===== config.mk =====
export PLATFORM = sky130hd
export DESIGN_NAME = hhc_div
export DESIGN_NICKNAME = d
export VERILOG_FILES = /design/src/design/hhc_div.sv
export SDC_FILE = /design/constraint.sdc
export NUM_CORES = 1
export LEC_CHECK = 0
export ABC_AREA = 1
export BUFFER_PORTS_ARGS = -buffer_cell sky130_fd_sc_hd__buf_2
export CORE_MARGIN = 1.5
export CORE_UTILIZATION = 60
export DETAILED_ROUTE_END_ITERATION = 8
export GPL_ROUTABILITY_DRIVEN = 1
export PLACE_DENSITY = 0.81
export SLEW_MARGIN = 15
export SYNTH_ARGS = -nofsm -noshare
export SYNTH_HDL_FRONTEND = slang
export SYNTH_SLANG_ARGS = --single-unit

===== constraint.sdc =====
create_clock -name clk -period 2.5 [get_ports clk]
set_input_delay 0.375 -clock clk [delete_from_list [all_inputs] [get_ports clk]]
set_output_delay 0.375 -clock clk [all_outputs]
set_load 0.1 [all_outputs]

===== src/design/hhc_div.sv =====
`default_nettype none
module hhc_div (
	input  wire logic clk,
	input  wire logic arst_n,
	input  wire logic go,
	input  wire logic signed [23:0] num,
	input  wire logic [5:0] den,
	output logic busy,
	output logic signed [15:0] quo
);
	logic [4:0] n_q;
	logic [23:0] r_q, a_q;
	logic neg_q;
	logic [24:0] trial;
	logic [23:0] qabs;
	logic [5:0] den_q;
	assign trial = {r_q, a_q[23]} - 25'(den_q);
	always_ff @(posedge clk or negedge arst_n) begin
		if (!arst_n) begin
			busy <= 1'b0;
			n_q <= '0;
		end else if (go) begin
			busy <= 1'b1;
			n_q <= 5'd24;
		end else if (busy) begin
			n_q <= n_q - 5'd1;
			if (n_q == 5'd1) busy <= 1'b0;
		end
	end
	always_ff @(posedge clk) begin
		if (go) begin
			neg_q <= num[23];
			a_q <= num[23] ? 24'(-num) : 24'(num);
			r_q <= '0;
			den_q <= den;
		end else if (busy) begin
			if (!trial[24]) r_q <= trial[23:0];
			else r_q <= {r_q[22:0], a_q[23]};
			a_q <= {a_q[22:0], !trial[24]};
		end
	end
	assign qabs = neg_q ? -a_q : a_q;
	assign quo = qabs[15:0];
endmodule
`default_nettype wire


Word level (Yosys, flattened, before mapping)
Cells that the tools add are included.
{"block": "classes", "n_reduce_logical": 2, "eq_ne": 1, "add_sub_neg": 4, "mux": 10}
{"cell": "2-to-1 mux 24 bit", "n": 4}
{"cell": "subtractor 25 x 6 -> 25 bit", "n": 1}
{"cell": "negator 24 bit", "n": 1}
{"cell": "2-to-1 mux 16 bit", "n": 1}
{"cell": "negator 16 bit", "n": 1}
{"cell": "2-to-1 mux 5 bit", "n": 2}
{"cell": "equality test 5 x 1 -> 1 bit (second input constant)", "n": 1}
{"cell": "subtractor 5 x 1 -> 5 bit (second input constant)", "n": 1}
{"cell": "2-to-1 mux 1 bit", "n": 3}
{"cell": "nonzero test 2 bit", "n": 1}
{"cell": "zero test 1 bit", "n": 1}
{"block": "word_totals", "output_inout_bits": 17, "regBits": 61, "input_bits": 33, "elab_cells": 23}

Logic depth before layout (Yosys ltp)
{"block": "depth", "ltp_word": 4, "depth_mapped": 16, "ltp_nobuf": 16}

Worst setup path after synthesis
No wires, ideal clock.
{"block": "synth_path", "path_kind": "reg-to-output", "startpoint": "register a_q[2]", "endpoint": "output port quo[13]", "arrival_ns": 2.683, "stages_incl_launch_ff": 8, "path_slack_ns": -0.558, "cell_sequence": "edfxtp_1 nor3_1 nand4_1 nor2_1 nand2_1 nand2_1 nand2_1 xor2_1"}
{"block": "synth_between", "elab_chain_len": 2}
{"item": "from (decl)", "line_no": "12", "rtl": "logic [23:0] r_q, a_q;"}
{"item": "from (signal assigned)", "line_no": "33", "rtl": "a_q <= num[23] ? 24'(-num) : 24'(num);"}
{"item": "from (signal assigned)", "line_no": "39", "rtl": "a_q <= {a_q[22:0], !trial[24]};"}
{"item": "negator 16 bit", "line_no": "42", "rtl": "assign qabs = neg_q ? -a_q : a_q;"}
{"item": "2-to-1 mux 16 bit", "line_no": "42"}
{"item": "to (decl)", "line_no": "9", "rtl": "output logic signed [15:0] quo"}
No other way between the ends.

Final worst setup path
{"block": "layout_path", "startpoint": "register a_q[1]", "endpoint": "output port quo[12]"}
The elaborated chain is that of the path after synthesis.

==> impl_metrics.toml <==
[drt]
drtPass1Iterations = 7
drtIter0Drc = 368
post_drt_wl_per_cell_um = 13.2
routed_via_density = 5.34
drc_errors = 0
drt-total-wl_mm = 11.2
antenna_left = 0
vias = 4545

[layout]
instances_no_fill = 851
final_nets = 791
syn_to_final_growth_pct = 20.1
fin_util_pct = 74.8
drive_gt1_share_pct = 17.6
fin_area_sq_um = 5420
num_antenna_cells = 0

[clock_network]
insertion_delay_ns = 0.35
cts_sinks = 61
path_clk_slew_ns = 0.07
h-tree-depth = 3
clockBufferDepth = 2
cts_root_buf = "clkbuf_8"
cts_buffers = 9
cts_tree = "done"

[global_route]
grt_start_max_net_pins = 28
met3_usage_pct = 4.82
busiest_layer = "met2"
overflow = 0
first_global_vias = 4125
gr-usage-met1_pct = 42.0
grt_pass1_wl_mm = 19.1
grtUsageMet2_pct = 45.5
track_usage_pct = 29.2
antenna_found_initial = 0

[yosys]
async_flop_share_pct = 9.84
syn_area_sq_um = 4510
synth_edf_count = 31
synth_cell_types = 38
yosysWarnings = 0
ys_seq_area_share_pct = 34.6
syn_inst = 682
synth.most_common_cell = "nand2_1"
ys_ff_latch = 61
yosys-top-cells-area = "edfxtp_1, nand2_1, dfxtp_1"
synth_ff_type = "edfxtp_1"
netlist.area_leader.share_pct = 20.6
synth_common_cells = "nand2_1, nor2_1, inv_1"
yosysTopAreaCell = "edfxtp_1"
syn-num-nets = 726
syn_area_per_cell_sq_um = 6.62

[sta]
hold_ws_ns = 0.203
finalCriticalPeriod_ns = 2.51
finalCritPeriodShare_pct = 100
hold_viol = 0
slew_headroom_pct = 67.8
setup_viol = 2
setup_ws_ns = -0.00928
rsz0062_at_grt = "true"
fin_worst_skew_ns = 0.0107
fmax_mhz = 399
tightest_slew_ns = 0.482
tns_ns = -0.0161
slew_violations = 0

[power_and_ir_drop]
p_leak_nw = 2.61
total_power_mw = 5.97
powerDensity_nw_per_um2 = 1100
peakVddDrop_mv = 0.465

[floorplanning]
pin_count = 50
die_w_um = 89.7
dieArea_sq_um = 8050
rows = 31
initial_core_util_pct = 62.2
core-area_sq_um = 7250
die_y_um = 89.7

[worst_setup_path]
critPathArrivalTime_ns = 2.13
cp.required_ns = 2.12
slowest_delay_ns = 0.44
startpoint_type = "flop"
crit_type = "reg2out"
crit_buf_inv = 3
slowest_stage = "edfxtp_1"
crit_path_cell_trace = "inv_2 > ha_4 > inv_4 > nor4_4 > nand4_1 > o21ai_2 > xor2_4 > buf_12"
cp_top_family = "flip-flops"
cp-end-kind = "output pin"
path_max_fanout = 3

[min_path]
hp-class = "in2reg"

[outcome]
status = "complete, but fails checks"
violations = "setup timing"

[placement]
placedCellCount = 823
hpwl_mm = 8.63
dpl_cell_area_sq_um = 5070
pre_cts_slack_ns = 0.121
gp_congestion = 0.956
port_buffers = 49

[run]
cap_violations = 0
-- power by group --
group | internal [mW] | switching, mW
combinational | 1.24 | 2.38
sequential | 1.30 | 0.270
clock | 0.362 | 0.421
total | 2.90 | 3.07
-- placed cells by master (no fill, tap or decap), types with 3 or more instances in the layout --
cell type  instances
nand2_1          238
nor2_1            85
inv_1             73
buf_2             41
nand3_1           38
edfxtp_1          31
o21ai_0           29
dfxtp_1           24
buf_4             18
xor2_1            14
o21ai_1           14
nand4_1           13
a21oi_1           11
a31oi_1           10
xor2_2             9
ha_1               9
clkbuf_8           9
xnor2_1            8
nand2_2            8
nor3_1             7
buf_12             7
dfrtp_1            6
nor2_2             5
nand3b_1           4
nor2_4             4
clkinv_4           4
inv_2              3
xor2_4             3
buf_6              3
-- logic make-up after synthesis --
family          share of synthesized area [%]
compound gates                           8.34
xor+xnor                                 6.79
fa+ha+maj                                3.22
buf+inv                                  8.76
flops                                    34.6
simple gates                             38.3
-- timing repair --
action / 4_1_cts / 5_1_grt
hold endpoints to repair: 6 / 0
cloned: 0 / 0
pin swaps: 5 / 7
setup endpoints to repair: 4 / 9
setup buffers: 2 / 9
resized for setup: 8 / 12
hold buffers: 1 / 0
-- layout make-up --
type,count,area (sq um)
clock inverter,7,51.3
timing repair buffer,72,539
multi-input combinational,526,2730
tap,99,124
fill,612,1830
clock buffer,9,124
sequential,61,1560
inverter,77,292
-- registers in the layout (all words and copies together) (netlist names) --
register / cells
a_q: 24
busy: 1
den_q: 6
n_q: 5
neg_q: 1
r_q: 24
-- per-layer routing --
metal,wire [um],vias up
met1,5270,2074
met4,129,0
li1,-,2291
met2,5020,165
met3,793,15
met5,0,-
-- path summary, 6_finish.rpt --
check                                    startpoint             endpoint  slack (ns)  depth (start not counted)
worst max register to register   den_q[0]$_DFFE_PP_  r_q[1]$_SDFFE_PP0P_        0.22                         13
max in group asynchronous                    arst_n   n_q[0]$_DFFE_PN0P_        2.00                          2
worst min-delay path                         den[3]   den_q[3]$_DFFE_PP_        0.20                          1
min in group asynchronous                    arst_n   n_q[2]$_DFFE_PN0P_        0.36                          2
worst max-delay path               a_q[1]$_DFFE_PP_              quo[12]      -0.009                          8
worst min register to register  r_q[4]$_SDFFE_PP0P_  r_q[4]$_SDFFE_PP0P_        0.48                          2
Power figures use the tool's default switching activity.
