## config.mk

```make
export PLATFORM = sky130hd
export DESIGN_NAME = hhc_cell
export DESIGN_NICKNAME = d
export VERILOG_FILES = /design/src/design/hhc_pkg.sv /design/src/design/hhc_cell.sv
export SDC_FILE = /design/constraint.sdc
export NUM_CORES = 2
export LEC_CHECK = 0
export BUFFER_PORTS_ARGS = -buffer_cell sky130_fd_sc_hd__buf_2
export CORE_AREA = 8 8 351 353
export CTS_CLUSTER_DIAMETER = 150
export CTS_CLUSTER_SIZE = 30
export DETAILED_ROUTE_END_ITERATION = 10
export DIE_AREA = 0 0 359 361
export GPL_TIMING_DRIVEN = 0
export PLACE_DENSITY = 0.7
export SLEW_MARGIN = 40
export SYNTH_ARGS = -nofsm -noshare
export SYNTH_HDL_FRONTEND = slang
export SYNTH_SLANG_ARGS = --single-unit
```

## constraint.sdc

```tcl
create_clock -name clk -period 15.5 [get_ports clk]
set_input_delay 1.55 -clock clk [delete_from_list [all_inputs] [get_ports clk]]
set_output_delay 1.55 -clock clk [all_outputs]
set_load 0.05 [all_outputs]
```

## src/design/hhc_pkg.sv

```systemverilog
`default_nettype none
package hhc_pkg;
	localparam int MAX_CLUSTERS_DEF = 16;
	localparam int HITS_PER_CLUSTER_DEF = 8;
	localparam int TW = 16;
	localparam int EW = 20;
	localparam int DLIM_RESET = 10000;
	localparam int TWIN_RESET = 80;
	localparam logic [EW-1:0] ENERGY_MAX = 20'hFFFFF;
	localparam logic REG_DLIM = 1'b0;
	localparam logic REG_TWIN = 1'b1;

	typedef struct packed {
		logic signed [15:0] z;
		logic signed [15:0] y;
		logic signed [15:0] x;
	} pos_t;

	typedef struct packed {
		pos_t p;
		logic [15:0] e;
		logic signed [15:0] t;
	} hit_t;

	typedef struct packed {
		logic join_ok;
		logic full;
	} cell_res_t;
endpackage
`default_nettype wire

```

## src/design/hhc_cell.sv

```systemverilog
`default_nettype none
module hhc_cell #(
	parameter int HPC = hhc_pkg::HITS_PER_CLUSTER_DEF,
	parameter int CW = $clog2(HPC + 1)
) (
	input  wire logic clk,
	input  wire logic arst_n,
	input  wire logic clear,
	input  wire logic open,
	input  wire logic start,
	input  wire logic commit,
	input  wire logic [CW-1:0] step,
	input  wire hhc_pkg::hit_t hit,
	input  wire logic [31:0] dlim,
	input  wire logic [15:0] twin,
	output hhc_pkg::cell_res_t res,
	output logic signed [23:0] tsum,
	output logic [hhc_pkg::EW-1:0] esum,
	output logic [CW-1:0] cnt
);
	localparam int KW = (HPC > 1) ? $clog2(HPC) : 1;
	logic active_q;
	logic [CW-1:0] cnt_q;
	logic signed [23:0] tsum_q;
	logic [hhc_pkg::EW-1:0] esum_q;
	hhc_pkg::pos_t pos_q [HPC];
	logic near_q, tok_q;
	logic signed [17:0] dx, dy, dz;
	logic [35:0] sx, sy, sz;
	logic [37:0] d2;
	logic signed [40:0] prod, diff, adiff;
	logic [40:0] lim;
	logic [20:0] esum_w;
	hhc_pkg::pos_t q;
	logic [KW-1:0] k;

	assign k = step[KW-1:0];
	assign q = pos_q[k];
	assign dx = 18'(q.x) - 18'(hit.p.x);
	assign dy = 18'(q.y) - 18'(hit.p.y);
	assign dz = 18'(q.z) - 18'(hit.p.z);
	assign sx = 36'(dx * dx);
	assign sy = 36'(dy * dy);
	assign sz = 36'(dz * dz);
	assign d2 = 38'(sx) + 38'(sy) + 38'(sz);
	assign prod = 41'($signed({1'b0, cnt_q})) * 41'(hit.t);
	assign diff = 41'(tsum_q) - prod;
	assign adiff = diff[40] ? -diff : diff;
	assign lim = 41'(twin) * 41'(cnt_q);
	assign esum_w = 21'(esum_q) + 21'(hit.e);

	always_ff @(posedge clk or negedge arst_n) begin
		if (!arst_n) begin
			active_q <= 1'b0;
			near_q <= 1'b0;
			tok_q <= 1'b0;
		end else begin
			if (clear) active_q <= 1'b0;
			if (start) begin
				near_q <= 1'b0;
				tok_q <= (cnt_q != '0) && (adiff < $signed(lim));
			end else if (step < cnt_q && d2 < 38'(dlim)) begin
				near_q <= 1'b1;
			end
			if (open) active_q <= 1'b1;
		end
	end

	always_ff @(posedge clk) begin
		if (open) begin
			cnt_q <= CW'(1);
			tsum_q <= 24'(hit.t);
			esum_q <= hhc_pkg::EW'(hit.e);
			pos_q[0] <= hit.p;
		end else if (commit && res.join_ok && !res.full) begin
			pos_q[cnt_q[KW-1:0]] <= hit.p;
			cnt_q <= cnt_q + CW'(1);
			tsum_q <= tsum_q + 24'(hit.t);
			esum_q <= esum_w[20] ? hhc_pkg::ENERGY_MAX : esum_w[19:0];
		end
	end

	assign res.join_ok = active_q && tok_q && near_q;
	assign res.full = (cnt_q >= CW'(HPC));
	assign tsum = tsum_q;
	assign esum = esum_q;
	assign cnt = cnt_q;
endmodule
`default_nettype wire

```

Word-level counts from Yosys, hierarchy flattened
Memories as Yosys holds them, arrays and structs flattened.
Cells that the tools add are included.
Widths: inputs -> output; s select.

storage, ports and cells
  RAM bits = 384
  word-level logic and storage cells = 57
  memories = 1
  output and inout port bits = 50
  bits in registers = 51
  input port bits = 138

cells by class
  reductions and logical operators = 12
  $add $sub $neg = 10
  muxes and demuxes = 18
  multiply operators = 5
  $lt $le $gt $ge = 4

memories
  memory  depth  bits a word  rd ports  clocked after Yosys merged registers in  wr ports  RTL line        text
  pos_q   8      48           1         0                                        1         hhc_cell.sv:26  hhc_pkg::pos_t pos_q [HPC];

operators with widths
  kind                 number
  $mul 17x17->34       3
  $sub 16x16->17       3
  $mux 24              2
  $mux 48              1
  $reduce_or 48->1     1
  $lt 41x21->1         1
  $mux 41              1
  $neg 25->41          1
  $add 37x36->38       1
  $lt 38x32->1         1
  $add 36x36->37       1
  $mux 16              2
  $sub 24x21->25       1
  $add 24x16->24       1
  $add 20x16->21       1
  $mul 5x16->21        1
  $mul 16x4->20        1
  $mux 20              1
  $mux 1               10
  $logic_and 1x1->1    6
  $reduce_bool 2->1    3
  $add 4x1->4 const B  1
  $ge 4x4->1 const B   1
  $lt 4x4->1           1
  3 further kinds      3

Logic depth before layout (Yosys ltp)
  depth in word-level cells = 9
  gate-level depth with buffers = 61

Least setup slack after synthesis
Ideal clock, no wire load.

  path kind = input -> register
  from = input port step[0]
  to = register near_q
  slack = 580 ps
  stages = 57
  data required time = 15390 ps
  library setup time = 110 ps
  buffers on the path = 4
  arrival = 14810 ps
  cells stage by stage = clkbuf_1 -> buf_1 -> buf_1 -> mux4_2 -> mux2i_1 -> ha_1 -> inv_1 -> fa_1 -> a21o_1 -> a21oi_1 -> o21bai_1 -> a211o_1 -> nand3_1 -> nand4_1 -> and3_1 -> o311ai_0 -> a31o_2 -> clkinv_1 -> [21 not listed] -> inv_1 -> ha_1 -> o21a_1 -> o21ai_0 -> nor2_1 -> a21oi_1 -> a21oi_1 -> a31oi_1 -> xnor2_1 -> ha_1 -> nor4_1 -> nand2_1 -> a41oi_1 -> o211ai_1 -> a311o_1 -> a31oi_1 -> o211ai_1 -> o41ai_1

on the way
  longest elaborated chain between the ends = 8
  elaborated cells on any way between the ends = 13

ends and longest elaborated chain
  element                                   RTL line                        text
  from (decl)                               hhc_cell.sv:12                  input wire logic [CW-1:0] step,
  $mem_v2 8x48                              n/a
  $sub 16x16->17, on equally long branches  hhc_cell.sv:39, hhc_cell.sv:40
  $mul 17x17->34, on equally long branches  hhc_cell.sv:42, hhc_cell.sv:43
  $add 36x36->37                            hhc_cell.sv:45                  assign d2 = 38'(sx) + 38'(sy) + 38'(sz);
  $add 37x36->38                            hhc_cell.sv:45
  $lt 38x32->1                              hhc_cell.sv:62                  end else if (step < cnt_q && d2 < 38'(dlim)) begin
  $logic_and 1x1->1 *                       hhc_cell.sv:62
  $reduce_bool 2->1 (no line) *             n/a
  to (signal assigned)                      hhc_cell.sv:55                  near_q <= 1'b0;
  to (signal assigned)                      hhc_cell.sv:60                  near_q <= 1'b0;
  to (signal assigned)                      hhc_cell.sv:63                  near_q <= 1'b1;
  to (decl)                                 hhc_cell.sv:27                  logic near_q, tok_q;

Mark *: on every way between the ends. The rest lies on a longest branch, timed or not.
A chain may end at the register's enable or synchronous reset.

Worst setup path in the final report
Same ends and word-level chain as after synthesis.

==> impl_metrics.json <==
{
  "hold_violations": 0,
  "dieHeight_um": 361,
  "synth.cell_area_um2": 58500,
  "ioPinCount": 188,
  "drive_gt1_share_pct": 10.4,
  "post-route-min-period_ns": 14.93,
  "finalNetCount": 7493,
  "grt_overflow": 0,
  "synth_edf_count": 424,
  "synth_common_cells": "1,281 x inv_1, 929 x fa_1, 503 x ha_1",
  "start_util_pct": 49.8,
  "grt_pass1_vias": 43139,
  "ys.flop_type": "edfxtp_1",
  "fin_skew_ns": 0.0243,
  "period_share_pct": 96.3,
  "timing.slew.headroom_pct": 39.1,
  "ant_nets": 0,
  "vias_per_cell": 5.46,
  "synth_nets": 7212,
  "path_max_fanout": 10,
  "cts.htree.levels": 1,
  "fmax_mhz": 67.0,
  "die_area_um2": 130000,
  "worst_hold_path_type": "register to register",
  "critPathRequiredTime_ns": 15.92,
  "worst_ep_arrival_time_ns": 15.35,
  "grt_pass1_wl_mm": 229,
  "drv_cap": 0,
  "grtUsageTotal_pct": 21.8,
  "die_w_um": 359,
  "drt-wirelength-per-cell_um": 19.0,
  "clock_latency_ns": 0.56,
  "routed-via-count": 40798,
  "dpl.cell_count": 7427,
  "ys_top_cells_by_area": "fa_1 32%, edfxtp_1 22%, ha_1 11%",
  "clockBufferDepth": 3,
  "ys_async_sr_fraction_pct": 0.690,
  "min_from": "esum[19]",
  "crit_path_start": "step[0]",
  "worst_pin_slew_ns": 0.903,
  "clk_pin_slew_ns": 0.13,
  "setup_viol": 0,
  "crit_path_top_delay_cell": "fa_1",
  "cts_hold_buffers": 0,
  "cts_buffers": 18,
  "antenna_found_initial": 18,
  "wirelength_mm": 142,
  "io_buffers": 185,
  "synth-seq-area-share_pct": 22.2,
  "grt_max_degree": 32,
  "slew_viol_final": 0,
  "drc": 0,
  "ys_types": 85,
  "critPathMaxStageDelay_ns": 0.55,
  "synth_most_common_cell": "inv_1",
  "dp_hpwl_mm": 119,
  "cp-start-kind": "input port",
  "end_kind": "register",
  "area_growth_pct": 8.19,
  "gp_routability_congestion": 0.918,
  "cp_common_cell": "fa_1",
  "critPathKind": "input port to register",
  "status": "completed",
  "fp.coreArea_um2": 117000,
  "cts_sinks": 435,
  "fp-row-count": 126,
  "ys_ff_latch": 435,
  "firstDrtPassIters": 6,
  "synth_top_area_share_pct": 31.8,
  "r2r-start": "pos_q[2][32]",
  "instances_no_fill": 7476,
  "clockRootBuffer": "clkbuf_16",
  "cts_tree": "yes",
  "synthCells": 5642,
  "yosys_warnings": 0,
  "detail_route.iter0.violations": 2882,
  "netlist.top_cell.by_area": "fa_1",
  "syn_area_per_cell_um2": 10.4
}
## state kept, by name, indices dropped and copies added (netlist names)
signal    flops
near_q        1
cnt           4
tok_q         1
active_q      1
pos_q       384
esum         20
tsum         24
## critical path, delay by kind of cell
kind / cells / cell delay, ns
adder cells (fa/ha/maj): 11 / 4.56
XOR/XNOR: 2 / 0.33
AO/OA/AOI/OAI: 21 / 4.99
buffers and inverters: 12 / 1.73
AND/OR/NAND/NOR: 7 / 1.21
multiplexers: 3 / 0.94
## metal layers
| layer | share of wire [%] | track usage [%] |
|---|---|---|
| met1 | 41 | 29.3 |
| met2 | 47 | 36.8 |
| met3 | 8.0 | 3.54 |
| met4 | 3.1 | 6.15 |
| met5 | 0.066 | 0 |
## worst paths after layout
path / slack [ns] / cells after the start / end
max reg2reg: 1.82 / 54 / near_q
max in group asynchronous: 14.49 / 1 / near_q
min reg2reg: 0.54 / 2 / esum[19]
min: 0.54 / 2 / esum[19]
max: 0.57 / 56 / near_q
min in group asynchronous: 0.82 / 1 / active_q
## cells by family after synthesis
group / share of synthesized area (%)
and+or+nand+nor: 9.68
muxes: 4.76
xor gates and xnor gates: 3.88
buffers and inverters: 9.16
AOI/OAI and AO/OA: 7.77
DFF: 22.2
adders and majority gates: 42.6
## area by class of cell
| class | count | area (um2) |
|---|---|---|
| Antenna cell | 12 | 30.0 |
| Fill cell | 10223 | 54200 |
| Sequential cell | 435 | 13000 |
| Clock buffer | 23 | 469 |
| Tap cell | 1536 | 1920 |
| Inverter | 1291 | 4870 |
| Buffer | 123 | 568 |
| Clock inverter | 2 | 32.5 |
| Timing Repair Buffer | 273 | 1650 |
| Multi-Input combinational cell | 3781 | 40700 |
## layout by cell type, fill, tap and decap left out, types with 12 or more instances in the layout
cell type | Yosys | routed
nor3_1 | 53 | 52
inv_1 | 1281 | 1276
or3_1 | 29 | 29
mux2_2 | 46 | 46
nor2b_1 | 45 | 45
and3_1 | 31 | 31
and2_1 | 87 | 87
or2_2 | 20 | 19
edfxtp_1 | 424 | 424
a21o_1 | 71 | 71
ha_1 | 503 | 502
nand2_1 | 439 | 439
nand3_1 | 53 | 53
clkbuf_16 | 0 | 18
a21oi_1 | 225 | 215
xor2_1 | 89 | 77
nand4_1 | 16 | 16
nor2_1 | 383 | 377
a211o_1 | 16 | 16
xnor2_1 | 170 | 146
diode_2 | 0 | 12
a31oi_1 | 27 | 26
o211ai_1 | 12 | 12
o21ai_0 | 126 | 122
clkbuf_1 | 122 | 80
clkbuf_2 | 1 | 27
o31ai_1 | 19 | 16
fa_1 | 929 | 926
mux4_2 | 96 | 96
o21bai_1 | 29 | 29
nand2b_1 | 41 | 40
buf_4 | 0 | 30
buf_2 | 1 | 239
xnor2_2 | 0 | 20
o21a_1 | 28 | 28
a211oi_1 | 29 | 26
## timing repair
item / CTS / global route
resized for setup: 38 / 97
setup buffers: 5 / 19
hold endpoints to repair: 0 / 0
endpoints found under the setup margin: 1 / 1
pin swaps: 3 / 11
## metrics by stage
stage | setup slack (ns) | instance area, um2 | hold WS [ns] | util [%] | TNS (ns)
floorplan | 0.580 | 58500 | 0.443 | - | 0
global placement | -3.15 | 61300 | 0.491 | 52.2 | -3.15
detailed placement | -2.76 | 62100 | 0.509 | 52.9 | -2.76
CTS | 0.0109 | 62800 | 0.537 | 53.4 | 0
global route | -0.145 | 63200 | 0.564 | 53.8 | -0.145
finish | 0.571 | 63300 | 0.538 | 53.9 | 0
Power is not shown: default switching activity piles up to over one toggle a cycle in this logic, so the estimate is an artifact.
